## config.mk

```make
export PLATFORM = sky130hd
export DESIGN_NAME = lru_page_replacement
export DESIGN_NICKNAME = d
export VERILOG_FILES = /design/src/hw/rtl/lrupr_pkg.sv /design/src/hw/rtl/lrupr_frame_mem.sv /design/src/hw/rtl/lrupr_fault_ctr.sv /design/src/hw/rtl/lru_page_replacement.sv
export SDC_FILE = /design/constraint.sdc
export NUM_CORES = 1
export LEC_CHECK = 0
export BUFFER_PORTS_ARGS = -buffer_cell sky130_fd_sc_hd__buf_2
export CORE_ASPECT_RATIO = 0.6
export CORE_MARGIN = 2
export CORE_UTILIZATION = 40
export CTS_CLUSTER_DIAMETER = 60
export DETAILED_ROUTE_END_ITERATION = 8
export PLACE_DENSITY = 0.66
export SLEW_MARGIN = 40
export SYNTH_ARGS = -nofsm -noshare
export SYNTH_HDL_FRONTEND = slang
export SYNTH_SLANG_ARGS = --single-unit
```

## constraint.sdc

```tcl
create_clock -name clk -period 3.3 [get_ports clk]
set_input_delay 0.66 -clock clk [delete_from_list [all_inputs] [get_ports clk]]
set_output_delay 0.66 -clock clk [all_outputs]
set_load 0.01 [all_outputs]
```

## src/hw/rtl/lrupr_pkg.sv

```systemverilog
`default_nettype none
package lrupr_pkg;

  // Frame count register: width and value after reset
  localparam int unsigned CFG_W         = 4;
  localparam int unsigned CFG_RESET_VAL = 3;

  // Fault counter
  localparam int unsigned FCNT_W = 32;
  typedef logic [FCNT_W-1:0] fcnt_t;
  localparam fcnt_t FCNT_MAX = '1;

  // Request from the sequencer to the fault counter
  typedef struct packed {
    logic en;
    logic clr;
  } cnt_req_t;

endpackage
`default_nettype wire

```

## src/hw/rtl/lrupr_frame_mem.sv

```systemverilog
`default_nettype none
// Page store: one write port, one read port, registered read data.
module lrupr_frame_mem #(
  parameter int unsigned DEPTH  = 8,
  parameter int unsigned DATA_W = 16,
  parameter int unsigned ADDR_W = 3
) (
  input  wire logic              clk,
  input  wire logic              wr_en,
  input  wire logic [ADDR_W-1:0] wr_addr,
  input  wire logic [DATA_W-1:0] wr_data,
  input  wire logic [ADDR_W-1:0] rd_addr,
  output logic      [DATA_W-1:0] rd_data
);

  logic [DATA_W-1:0] mem [DEPTH];

  always_ff @(posedge clk) begin
    if (wr_en) begin
      mem[wr_addr] <= wr_data;
    end
    rd_data <= mem[rd_addr];
  end

endmodule
`default_nettype wire

```

## src/hw/rtl/lrupr_fault_ctr.sv

```systemverilog
`default_nettype none
// Saturating fault counter; the incremented value is offered in the same cycle.
module lrupr_fault_ctr (
  input  wire logic                 clk,
  input  wire logic                 rst_n,
  input  wire lrupr_pkg::cnt_req_t  req,
  output lrupr_pkg::fcnt_t          cnt_upd
);

  lrupr_pkg::fcnt_t cnt_r;
  lrupr_pkg::fcnt_t cnt_nxt;

  always_comb begin
    cnt_upd = cnt_r;
    if (req.en && (cnt_r != lrupr_pkg::FCNT_MAX)) begin
      cnt_upd = cnt_r + lrupr_pkg::fcnt_t'(1);
    end
    cnt_nxt = req.clr ? '0 : cnt_upd;
  end

  always_ff @(posedge clk) begin
    if (!rst_n) begin
      cnt_r <= '0;
    end else begin
      cnt_r <= cnt_nxt;
    end
  end

`ifndef SYNTHESIS
  a_cnt_never_wraps: assert property (@(posedge clk) disable iff (!rst_n)
    ($past(cnt_r) == lrupr_pkg::FCNT_MAX && !$past(req.clr)) |-> cnt_r == lrupr_pkg::FCNT_MAX)
    else $error("fault counter wrapped");
`endif

endmodule
`default_nettype wire

```

## src/hw/rtl/lru_page_replacement.sv

```systemverilog
`default_nettype none
// LRU page replacement.
// Input channel in_*: one page reference per item; in_tlast marks the last
// reference of a run. After that item's result is formed, all frames and the
// fault count are cleared.
// Output channel out_*: one result item per input item carrying the fault
// flag, the evicted page (when a valid page was evicted) and the running
// saturating fault count.
// Configuration: cfg_wr_en/cfg_wr_data write the frame count (0 acts as 1,
// above FRAMES acts as FRAMES); write only while the block is idle.
// Pages live in a synchronous single-read-port memory in recency order,
// least recent at position 0. An item walks that memory once to search it
// (one entry a cycle, stopping at the first match) and once more to close
// the gap (one entry a cycle), then writes the page at the most recent end.
// A new item can be accepted in the cycle after the result is formed.
// Reset empties all frames, clears the count and sets the frame count to 3.
// A finished result waits in the output register; the next item is accepted
// meanwhile, and its final write holds until the receiver takes the result.
module lru_page_replacement #(
  parameter int unsigned FRAMES    = 8,
  parameter int unsigned PAGE_BITS = 16
) (
  input  wire logic clk,
  input  wire logic rst_n,

  input  wire logic                               in_tvalid,
  output logic                                    in_tready,
  // [PAGE_BITS-1:0] page, rest zero
  input  wire logic [((PAGE_BITS+7)/8)*8-1:0]     in_tdata,
  input  wire logic                               in_tlast,   // end_of_run

  output logic                                    out_tvalid,
  input  wire logic                               out_tready,
  // [0] fault, [1] evicted_valid, [PAGE_BITS+1:2] evicted_page,
  // [PAGE_BITS+33:PAGE_BITS+2] fault_count, rest zero
  output logic [((PAGE_BITS+34+7)/8)*8-1:0]       out_tdata,

  input  wire logic                               cfg_wr_en,
  input  wire logic [lrupr_pkg::CFG_W-1:0]        cfg_wr_data  // frames_in_use
);

  localparam int unsigned OUT_W  = ((PAGE_BITS + 34 + 7) / 8) * 8;
  localparam int unsigned IDX_W  = (FRAMES > 1) ? $clog2(FRAMES) : 1;
  localparam int unsigned CNT_W  = $clog2(FRAMES + 1);
  localparam int unsigned MW     = (CNT_W > lrupr_pkg::CFG_W) ? CNT_W : lrupr_pkg::CFG_W;

  typedef enum logic [1:0] {ST_IDLE, ST_SEARCH, ST_SHIFT, ST_WRITE} state_t;

  state_t                       state_r;
  logic [lrupr_pkg::CFG_W-1:0]  frames_r;
  logic [PAGE_BITS-1:0]         page_r;
  logic                         last_r;
  logic [IDX_W-1:0]             lidx_r;     // most recent position, m-1
  logic [IDX_W-1:0]             ptr_r;      // position whose data arrives now
  logic                         hit_r;
  logic                         ev_valid_r;
  logic [PAGE_BITS-1:0]         ev_page_r;
  logic [FRAMES-1:0]            valid_r;
  logic [FRAMES-1:0]            valid_nxt;

  logic                         out_valid_r;
  logic                         o_fault_r;
  logic                         o_ev_valid_r;
  logic [PAGE_BITS-1:0]         o_ev_page_r;
  lrupr_pkg::fcnt_t             o_count_r;

  logic                         mem_we;
  logic [IDX_W-1:0]             mem_waddr;
  logic [PAGE_BITS-1:0]         mem_wdata;
  logic [IDX_W-1:0]             mem_raddr;
  logic [PAGE_BITS-1:0]         mem_rdata;

  logic                         accept;
  logic                         match;
  logic                         at_last;
  logic                         commit;
  logic [IDX_W-1:0]             ptr_inc;
  logic [IDX_W-1:0]             ptr_dec;
  logic [MW-1:0]                m_ext;
  logic [MW-1:0]                m_dec;
  lrupr_pkg::cnt_req_t          cnt_req;
  lrupr_pkg::fcnt_t             cnt_upd;

  assign accept    = in_tvalid && in_tready;
  assign in_tready = (state_r == ST_IDLE);
  assign ptr_inc   = ptr_r + IDX_W'(1);
  assign ptr_dec   = ptr_r - IDX_W'(1);
  assign match     = valid_r[ptr_r] && (mem_rdata == page_r);
  assign at_last   = (ptr_r == lidx_r);
  assign commit    = (state_r == ST_WRITE) && (!out_valid_r || out_tready);

  // Clamp the frame count into 1..FRAMES
  always_comb begin
    m_ext = MW'(frames_r);
    if (frames_r == '0) begin
      m_ext = MW'(1);
    end else if (m_ext > MW'(FRAMES)) begin
      m_ext = MW'(FRAMES);
    end
    m_dec = m_ext - MW'(1);
  end

  // Read address: next entry in order, entry 1 when a miss starts the shift, else entry 0
  always_comb begin
    mem_raddr = '0;
    if (state_r == ST_SEARCH && !match && at_last) begin
      mem_raddr = IDX_W'(1);
    end else if (state_r == ST_SEARCH || state_r == ST_SHIFT) begin
      mem_raddr = ptr_inc;
    end
  end

  // Write port: close the gap while shifting, place the page at commit
  always_comb begin
    mem_we    = 1'b0;
    mem_waddr = ptr_dec;
    mem_wdata = mem_rdata;
    if (state_r == ST_SHIFT) begin
      mem_we = 1'b1;
    end else if (commit) begin
      mem_we    = 1'b1;
      mem_waddr = lidx_r;
      mem_wdata = page_r;
    end
  end

  always_comb begin
    valid_nxt = valid_r;
    if (state_r == ST_SHIFT) begin
      valid_nxt[ptr_dec] = valid_r[ptr_r];
    end else if (commit) begin
      valid_nxt[lidx_r] = 1'b1;
      if (last_r) begin
        valid_nxt = '0;
      end
    end
  end

  assign cnt_req.en  = commit && !hit_r;
  assign cnt_req.clr = commit && last_r;

  lrupr_frame_mem #(
    .DEPTH  (FRAMES),
    .DATA_W (PAGE_BITS),
    .ADDR_W (IDX_W)
  ) u_mem (
    .clk     (clk),
    .wr_en   (mem_we),
    .wr_addr (mem_waddr),
    .wr_data (mem_wdata),
    .rd_addr (mem_raddr),
    .rd_data (mem_rdata)
  );

  lrupr_fault_ctr u_ctr (
    .clk     (clk),
    .rst_n   (rst_n),
    .req     (cnt_req),
    .cnt_upd (cnt_upd)
  );

  always_ff @(posedge clk) begin
    if (!rst_n) begin
      state_r     <= ST_IDLE;
      frames_r    <= lrupr_pkg::CFG_W'(lrupr_pkg::CFG_RESET_VAL);
      valid_r     <= '0;
      out_valid_r <= 1'b0;
    end else begin
      valid_r <= valid_nxt;
      if (cfg_wr_en) begin
        frames_r <= cfg_wr_data;
      end
      // Load a new result at commit, otherwise drop the one taken
      if (commit) begin
        out_valid_r <= 1'b1;
      end else if (out_valid_r && out_tready) begin
        out_valid_r <= 1'b0;
      end
      unique case (state_r)
        ST_IDLE: begin
          if (accept) begin
            state_r <= ST_SEARCH;
          end
        end
        ST_SEARCH: begin
          if (match) begin
            state_r <= at_last ? ST_WRITE : ST_SHIFT;
          end else if (at_last) begin
            state_r <= (lidx_r == '0) ? ST_WRITE : ST_SHIFT;
          end
        end
        ST_SHIFT: begin
          if (at_last) begin
            state_r <= ST_WRITE;
          end
        end
        ST_WRITE: begin
          if (commit) begin
            state_r <= ST_IDLE;
          end
        end
        default: state_r <= ST_IDLE;
      endcase
    end
  end

  // Payload, walk pointer, victim and result registers
  always_ff @(posedge clk) begin
    if (accept) begin
      page_r <= in_tdata[PAGE_BITS-1:0];
      last_r <= in_tlast;
      lidx_r <= m_dec[IDX_W-1:0];
      ptr_r  <= '0;
      hit_r  <= 1'b0;
    end
    if (state_r == ST_SEARCH) begin
      if (ptr_r == '0) begin
        // Position 0 is the victim on a miss
        ev_valid_r <= valid_r[0];
        ev_page_r  <= mem_rdata;
      end
      if (match) begin
        hit_r <= 1'b1;
        ptr_r <= ptr_inc;
      end else if (at_last) begin
        ptr_r <= IDX_W'(1);
      end else begin
        ptr_r <= ptr_inc;
      end
    end
    if (state_r == ST_SHIFT) begin
      ptr_r <= ptr_inc;
    end
    if (commit) begin
      o_fault_r    <= !hit_r;
      o_ev_valid_r <= !hit_r && ev_valid_r;
      o_ev_page_r  <= (!hit_r && ev_valid_r) ? ev_page_r : '0;
      o_count_r    <= cnt_upd;
    end
  end

  assign out_tvalid = out_valid_r;
  assign out_tdata  = OUT_W'({o_count_r, o_ev_page_r, o_ev_valid_r, o_fault_r});

`ifndef SYNTHESIS
  a_accept_starts_search: assert property (@(posedge clk) disable iff (!rst_n)
    accept |=> state_r == ST_SEARCH)
    else $error("accepted item did not start a search");
  a_ptr_in_range: assert property (@(posedge clk) disable iff (!rst_n)
    (state_r == ST_SEARCH || state_r == ST_SHIFT) |-> ptr_r <= lidx_r)
    else $error("walk pointer beyond frame count");
  a_shift_no_overlap: assert property (@(posedge clk) disable iff (!rst_n)
    (state_r == ST_SHIFT) |-> (mem_waddr != mem_raddr && ptr_r != '0))
    else $error("shift write collides with read");
  a_evict_implies_fault: assert property (@(posedge clk) disable iff (!rst_n)
    out_valid_r |-> (!o_ev_valid_r || o_fault_r))
    else $error("eviction reported without fault");
`endif

endmodule
`default_nettype wire

```

Word-level counts from Yosys, hierarchy flattened --
Memories as Yosys holds them, arrays and structs flattened. A register that Yosys moved wholly into a read port is not among the register bits. Index checks and enable logic that the tools add are counted.
Cells by class: equality and inequality tests 10, reductions and logical operators 27, add/sub/neg operators 4, magnitude comparators 6, bitwise operators 2, multiplexer cells 41
Operators by type and width (count):
- $mux 3 | 11
- $add 32x1->32 const B | 1
- $mux 16 | 2
- $mux 32 | 1
- $ne 32x32->1 const B | 1
- $mux 8 | 3
- $eq 16x16->1 | 1
- $mux 1 | 14
- $logic_and 1x1->1 | 12
- $lt 3x4->1 const B | 3
- $mux 2 | 5
- $bwmux 8 | 1
- $or 8x8->8 | 1
- $pmux 2 s4 | 1
- $demux 1 s3 | 2
- $ge 3x1->1 const B | 2
- $logic_not 3->1 | 2
- $sub 3x1->3 const B | 2
- $eq 2x2->1 const B | 2
- $gt 4x4->1 const B | 1
- $logic_not 4->1 | 1
- $ne 2x2->1 const B | 2
- $reduce_and 4->1 | 1
- $reduce_bool 2->1 | 2
- other kinds (13) | 16
Word-level totals: memories 1, flip-flop bits (word level) 138, output and inout bits 58, input bits 26, memory bits (writable) 128
Memory list:
- u_mem.mem | depth 8, bits a word 16, read ports 1, clocked after memory_dff 1, wr ports 1, line lrupr_frame_mem.sv:16 | logic [DATA_W-1:0] mem [DEPTH];

Logic depth before layout (Yosys ltp) --
Gate-level depths: netlist of run 1.
word-level depth 8, depth in mapped cells 11, gate-level depth less buffers 9

Cells and area by module --
Synthesis of run 1 repeated with hierarchy kept, for this count alone.
Unflattened totals: cell total of the unflattened synthesis 775, area total of the unflattened synthesis 11747.5 µm²
By module, submodules not included:
- lrupr_frame_mem | seq. area each 4164.0 µm², area each 5293.8 µm², times used 1, cells an instance 214
- lru_page_replacement | seq. area each 3022.9 µm², area each 4496.8 µm², times used 1, cells an instance 322
- lrupr_fault_ctr | seq. area each 640.6 µm², area each 1956.9 µm², times used 1, cells an instance 239

Least setup slack after synthesis of run 1 --
OpenSTA, ideal clock, no wires.
path kind register to register, start point register state_r[0], end point memory u_mem.mem[0][0], enable pin, stages on the path, launching flop included 9, period minus slack after synthesis 2688 ps, arrival 2300 ps, data required time 2912 ps, path slack 612 ps, cells stage by stage dfxtp_1 -> inv_1 -> ha_1 -> clkbuf_1 -> or3_1 -> clkbuf_1 -> nor3_1 -> a31oi_1 -> nor2_1
On the way: cells in the longest elaborated chain, start to end 6, elaborated cells between the ends (all ways) 9, classes of those cells 2 x eq/ne; 6 x mux; 1 x reduce/logical
RTL lines:
- start: declaration | line lru_page_replacement.sv:49 | state_t state_r;
- start signal: assignment | line lru_page_replacement.sv:187 | state_r <= at_last ? ST_WRITE : ST_SHIFT;
- start signal: assignment | line lru_page_replacement.sv:189 | state_r <= (lidx_r == '0) ? ST_WRITE : ST_SHIFT;
- $eq 2x2->1 | line lru_page_replacement.sv:90 | assign commit = (state_r == ST_WRITE) && (!out_valid_r || out_tready);
- $logic_and 1x1->1 | line lru_page_replacement.sv:90
- $mux 1 | line lru_page_replacement.sv:120 | end else if (commit) begin
- $mux 1 | line lru_page_replacement.sv:118 | if (state_r == ST_SHIFT) begin
- $mux 1 | line lrupr_frame_mem.sv:19 | if (wr_en) begin
- $mux 1 (implied by the code) | line lrupr_frame_mem.sv:20 | mem[wr_addr] <= wr_data;
- end: declaration | line lrupr_frame_mem.sv:16
Parallel ways exist; a longest one is shown, timed or not.

Final worst setup path of run 1 --
start point register page_r[8], end point register u_mem.rd_data[13], read port of u_mem.mem
On the way: cells in the longest elaborated chain, start to end 6
RTL lines:
- start: declaration | line lru_page_replacement.sv:51 | logic [PAGE_BITS-1:0] page_r;
- start signal: assignment | line lru_page_replacement.sv:210 | page_r <= in_tdata[PAGE_BITS-1:0];
- $eq 16x16->1 | line lru_page_replacement.sv:88 | assign match = valid_r[ptr_r] && (mem_rdata == page_r);
- $logic_and 1x1->1 | line lru_page_replacement.sv:88
- $logic_not 1->1 | line lru_page_replacement.sv:106 | if (state_r == ST_SEARCH && !match && at_last) begin
- $logic_and 1x1->1 (2 in series) | line lru_page_replacement.sv:106
- $mux 3 | line lru_page_replacement.sv:106
- end: declaration | line lrupr_frame_mem.sv:13 | output logic [DATA_W-1:0] rd_data
Every way passes these cells. A chain may end at the register's enable or synchronous reset.

==> run metrics, run 1 <==
Syn. warnings=0; worst path arrival time=3.49 ns; critical path's slowest cell=nor4_1; max-cap check violation count=0; post-DP HPWL=about 17 mm; Die W=223 µm; CTS Sinks=about 280; Setup Viol. Count Final=0; core area=27900 µm²; commonest non-fill, non-tap cell in the layout=edfxtp_1; Lkg Pwr=0.00460 µW; post-cts repair resize count=0; r2r startpoint=page_r[8]; worst path cell trace=xor2_1 > nor4_1 > and4_1 > o21a_1 > buf_12 > nand2_1 > and3_1 > a311oi_2; Detailed Route WL=25.7 mm; Total GRT Usage=0.172; Final Hold Viols=0; total number of vias=7087; input/output buffers=just under 80; Fill cells=2451; synth unique cells=52; Inserted Diodes=0; placed insts=between 1000 and 1500; Period minus WS final=3.05 ns; Area Overhead vs Synth=14.9%; area occupied by multi-input gates=about 3400 µm²; mean post-synth cell area=13.7 µm²; reg-to-reg setup timing slack=between 0.2 and 0.3 ns; First-pass DRT Iterations=7; Cell Rows=47; first-pass GRT wire length=39.4 mm; # nets final=970; number of synthesized flops with an enable pin=218; Levels on crit path=8; layout cells sized above 1=0.187; most common flop cell mapped by yosys=edfxtp_1; Seq/Total Area, Yosys=0.682; FF-to-FF End=u_mem.rd_data[13]; fmax=0.328 GHz; Setup crit end kind=flip-flop; worst hold slack=between 0.2 and 0.3 ns; CTS tree=done; drt initial violations=643; cts bufs inserted=25; I/O Pins=84; post-route DRC violation count=0; Mapped Cells=840; Crit Path Class=reg2reg; H-tree depth=1; Worst Setup SP=page_r[8]; gr ovfl total=0; unrepaired setup endpoints after global routing=false; register bit count reported by yosys=approximately 280; Worst Setup EP=u_mem.rd_data[13]; Setup TNS=0 ns; initial antenna violation count=0; wire length per cell=19.4 µm; Clock Skew=0.00834 ns; buffers and inverters on the worst path=1; vias in the first global route=6661; cts-stage hold buffer count=0; Worst-Margin Slew=0.751 ns; Root Driver=clkbuf_16; Vert. Die Dim=135 µm; Clock Latency Late Sink=0.54 ns; worst r2r path cells=8; Worst EP required=3.74 ns; Slew HR=0.495; fin area=13200 µm²; Final Max Slew Viols=0; Critical Path Max Stage Delay=0.68 ns; status=finished, final reports clean; largest net degree at the start of global routing=51; commonest cells after routing, fill and taps aside=edfxtp_1, nand2_1, buf_2; synthesized cell area=about 11000 µm²; Vias/cell=between 5 and 6; number of post-CTS setup repair buffers=0; pwr dens=approximately 860 nW/µm²; period utilization=0.923; critical path fanouts, max=24; VDD IR max=~460 µV; FF+latch area=between 7000 and 8000 µm²; Initial Util=0.412; Post-synth ARST share=0; CTS Buffer Depth=3; CP startpoint kind=flip-flop; Placed Area=12400 µm²; routability cong.=0.888; antenna-violating nets left=0; HP Class=in2reg; DIE AREA=30100 µm²; Cell Count, Final, Fillers Out=about 1300; CTS clk-pin slew, worst paths=0.07 ns; critical path's top delay family=simple AND/OR/NAND/NOR gates
-- cells by family (layout without fill, tap and decap cells) --
kind of cell             count (synthesis)  after routing  share of synthesized area
adder cells (fa/ha/maj)                  9              9                    0.00982
AND/OR/NAND/NOR                        277            277                      0.123
flip-flops                             282            282                      0.682
other                                    1              6                   0.000327
multiplexers                            27             27                     0.0277
XOR/XNOR                                54             54                     0.0412
buffers and inverters                   59            168                     0.0257
AO/OA/AOI/OAI                          131            131                     0.0897
-- per-stage QoR --
stage / total power [µW] / setup slack [ns] / utilization
finish: 11400 / 0.254 / 0.473
global route: 12000 / 0.0697 / 0.473
CTS: 11400 / 0.288 / 0.473
detailed placement: 8580 / 0.320 / 0.445
global placement: 8510 / 0.370 / 0.445
floorplan: 7390 / 0.612 / -
-- synthesized netlist by cell type (2+ instances only) --
cell / number / share of area
edfxtp_1: 218 / 0.57
nand2_1: 98 / 0.032
dfxtp_1: 64 / 0.11
nor2b_1: 38 / 0.021
a211oi_1: 34 / 0.022
xor2_1: 29 / 0.022
nor2_1: 26 / 0.0085
xnor2_1: 25 / 0.019
o22ai_1: 24 / 0.013
clkbuf_1: 23 / 0.0075
and2_1: 20 / 0.011
and3_1: 20 / 0.011
nor3_1: 20 / 0.0087
mux2_2: 18 / 0.018
nand3_1: 18 / 0.0079
a211o_1: 16 / 0.012
inv_1: 14 / 0.0046
buf_4: 10 / 0.0065
a21boi_0: 9 / 0.0059
a21oi_1: 9 / 0.0039
ha_1: 9 / 0.0098
a311oi_2: 8 / 0.010
a31oi_1: 8 / 0.0044
buf_2: 8 / 0.0035
a311oi_1: 7 / 0.0053
mux2i_1: 7 / 0.0061
nand4_1: 7 / 0.0038
and4_1: 6 / 0.0046
or3_1: 6 / 0.0033
nand2b_1: 5 / 0.0027
nor3b_1: 4 / 0.0026
nor4_1: 4 / 0.0022
o21a_1: 4 / 0.0026
buf_6: 3 / 0.0029
mux4_2: 2 / 0.0039
nor4b_1: 2 / 0.0015
o21ai_0: 2 / 0.00087
-- per-layer routing --
metal / GRT usage / vias to the layer above / wire, µm
met5: 0 / - / 0
met4: 0.0395 / 0 / 453
met2: 0.237 / 289 / 10500
li1: - / 3318 / -
met1: 0.273 / 3446 / 12500
met3: 0.0371 / 34 / 2230
-- state kept, by name, summed over array words and instances (netlist names), 8 cells and up --
register	count
u_mem.mem	128
o_count_r	32
u_ctr.cnt_r	32
ev_page_r	16
o_ev_page_r	16
page_r	16
u_mem.rd_data	16
valid_r	8
-- power by group --
| group | switching [µW] | total, µW | internal, µW | leakage [µW] |
|---|---|---|---|---|
| clock network | 1260 | 2830 | 1560 | 0.000388 |
| logic | 2230 | 3560 | 1340 | 0.00175 |
| registers | 306 | 4980 | 4670 | 0.00246 |
| total | 3790 | 11400 | 7570 | 0.00460 |
-- final cells by class --
cell class	instances	area share
Sequential cell	282	0.594
Timing Repair Buffer	108	0.0516
Multi-Input combinational cell	504	0.256
Clock buffer	35	0.0533
Tap cell	367	0.0348
Clock inverter	11	0.00598
Inverter	14	0.00399
-- how the worst min path moves through the flow --
stage / from / end / slack (ns) / depth (start not counted)
after floorplan: valid_r[0] / ev_valid_r / 0.43 / 0
after global placement: u_mem.rd_data[5] / ev_page_r[5] / 0.46 / 0
after detailed placement: u_mem.rd_data[7] / ev_page_r[7] / 0.46 / 0
after CTS: in_tdata[6] / page_r[6] / 0.27 / 1
after global routing: in_tdata[6] / page_r[6] / 0.27 / 1
final: in_tdata[6] / page_r[6] / 0.29 / 1
(Power assumes the default switching activity.)
==> run 2, diff against run 1 <==
- PLACE_DENSITY: 0.66 -> unset
==> run metrics, run 2 (synthesis gave the netlist of run 1 again) <==
Area Overhead vs Synth=15.7%; Comb pwr share=0.304 (-0.009); First-pass DRT Iterations=5 (-2); layout cells sized above 1=0.195 (+0.00841); CTS tree=done; worst r2r path cells=8 (unchanged); CTS Buffer Depth=3 (unchanged); Final Max Slew Viols=0 (unchanged); gr ovfl total=0 (unchanged); post-DP HPWL=17.0 mm (+1.2%); Hold Path Cell Cnt=1 (unchanged); period utilization=0.946 (+0.0228); post-route DRC violation count=0 (unchanged); Cell Rows=47 (unchanged); I/O Pins=84 (unchanged); initial antenna violation count=0 (unchanged); CTS clk-pin slew, worst paths=0.07 ns (about the same); critical path fanouts, max=32 (+33%); pwr dens=875 nW/µm² (+1.5%); Root Driver=clkbuf_16; unrepaired setup endpoints after global routing=false; commonest cells after routing, fill and taps aside=edfxtp_1, nand2_1, buf_2; worst path arrival time=3.55 ns (+0.06 ns); core area=27900 µm² (unchanged); Inserted Diodes=0 (unchanged); Biggest register=u_mem.mem; total number of vias=7074 (-0.18%); input/output buffers=77 (unchanged); Largest register FFs=128 (unchanged); Period minus WS final=3.12 ns (+0.0754 ns); switching share of power=0.333 (-0.000791); vias in the first global route=6736 (+1.1%); Detailed Route WL=26.1 mm (+1.7%); number of post-CTS setup repair buffers=0 (unchanged); Power Internal=7750 µW (+2.3%); antenna-violating nets left=0 (unchanged); Slew HR=0.457 (-0.0383); Worst-Margin Slew=0.812 ns (+0.0613 ns); max-cap check violation count=0 (unchanged); Lkg Pwr=0.00465 µW (+1.2%); cts bufs inserted=26 (+4.0%); commonest non-fill, non-tap cell in the layout=edfxtp_1; Setup Viol. Count Final=0 (unchanged); cts-stage hold buffer count=0 (unchanged); Setup crit end kind=flip-flop; first-pass GRT wire length=40.0 mm (+1.5%); Setup TNS=0 ns (unchanged); Final Hold Viols=0 (unchanged); largest net degree at the start of global routing=33 (-35%); fmax=0.320 GHz (-2.4%); Top Registers=u_mem.mem x128, o_count_r x32, u_ctr.cnt_r x32; Vias/cell=5.33 (-0.56%); Clock Skew=0.00966 ns (+0.00132 ns); Flop pwr share=0.430 (-0.008); status=finished, final reports clean; Hold Path Origin=in_tdata[15]; FF-to-FF End=u_mem.rd_data[9]; clock share of power=0.266 (+0.017); CTS Sinks=282 (unchanged); Vert. Die Dim=135 µm (unchanged); post-cts repair resize count=0 (unchanged); CP startpoint kind=flip-flop; net load switching power=3870 µW (+2.0%); Die W=223 µm (unchanged); VDD IR max=625 µV (+36%); Hold Path End=page_r[15]; Initial Util=0.412 (unchanged); total power=11600 µW (+2.2%); Clock Latency Late Sink=0.54 ns (about the same); Worst EP required=3.73 ns (about the same); DIE AREA=30100 µm² (unchanged); Crit Path Class=reg2reg; H-tree depth=1 (unchanged); reg-to-reg setup timing slack=0.18 ns (-0.08 ns); drt initial violations=653 (+1.6%); # nets final=974 (+0.41%); HP Class=in2reg; wire length per cell=19.7 µm (+1.3%); Total GRT Usage=0.175 (+0.00276); routability cong.=0.846 (-4.7%); r2r startpoint=ptr_r[0]
run 2: changes by cell type in the layout (fill, tap and decap cells not counted), sizes merged:
cell	previous run	this run
buf	108	111
clkbuf	35	36
inv	15	16
clkinvlp	0	1
clkinv	9	8
run 2: power by group through the flow:
stage / combinational (µW) / sequential, µW / clock (µW)
final: 3530 / 5000 / 3090
after global routing: 3880 / 5040 / 3300
after CTS: 3520 / 5000 / 3160
after detailed placement: 3520 / 5070 / 0
after global placement: 3460 / 5070 / 0
after floorplan: 2450 / 4940 / 0
run 2: worst max path at each step:
stage | start | endpoint | slack, ns | depth (start not counted)
CTS | ptr_r[0] | u_mem.rd_data[9] | 0.15 | 7
global placement | ptr_r[0] | u_mem.rd_data[5] | 0.30 | 7
global route | ptr_r[0] | u_mem.rd_data[9] | 0.04 | 7
finish | ptr_r[0] | u_mem.rd_data[9] | 0.18 | 8
floorplan | state_r[0] | u_mem.mem[0][0] | 0.61 | 8
detailed placement | ptr_r[0] | u_mem.rd_data[9] | 0.21 | 7
run 2: per-stage QoR:
step	utilization	hold slack (ns)	cell area (µm²)	setup slack (ns)	std cells
6_report	0.476	0.292	13300	0.179	1326
3_3_place_gp	0.444	0.462	12400	0.295	1278
3_5_place_dp	0.444	0.463	12400	0.206	1278
5_1_grt	0.476	0.266	13300	0.0423	1326
2_1_floorplan	-	0.426	11500	0.612	845
4_1_cts	0.476	0.273	13300	0.148	1326
run 2: per-layer routing:
metal,track usage,share of wire
met1,0.285,0.52
met2,0.237,0.40
met3,0.0364,0.070
met4,0.0317,0.013
met5,0,0
run 2: final cells by class:
cell class                 count  area (µm²)
fill                        2476       14600
inverter                      14        52.6
timing repair buffer         111         666
clock inverter                12        91.3
clock buffer                  36         795
sequential                   282        7830
tap                          367         459
multi-input combinational    504        3390
run 2: worst max-delay path, cell delays in order (launching register included):
cell and delay, ns:
edfxtp_1 0.61, mux4_2 0.56, mux2_2 0.36, a2bb2oi_2 0.21
o21ai_4 0.32, buf_12 0.28, a211oi_1 0.10, a211o_1 0.28
a311oi_1 0.30
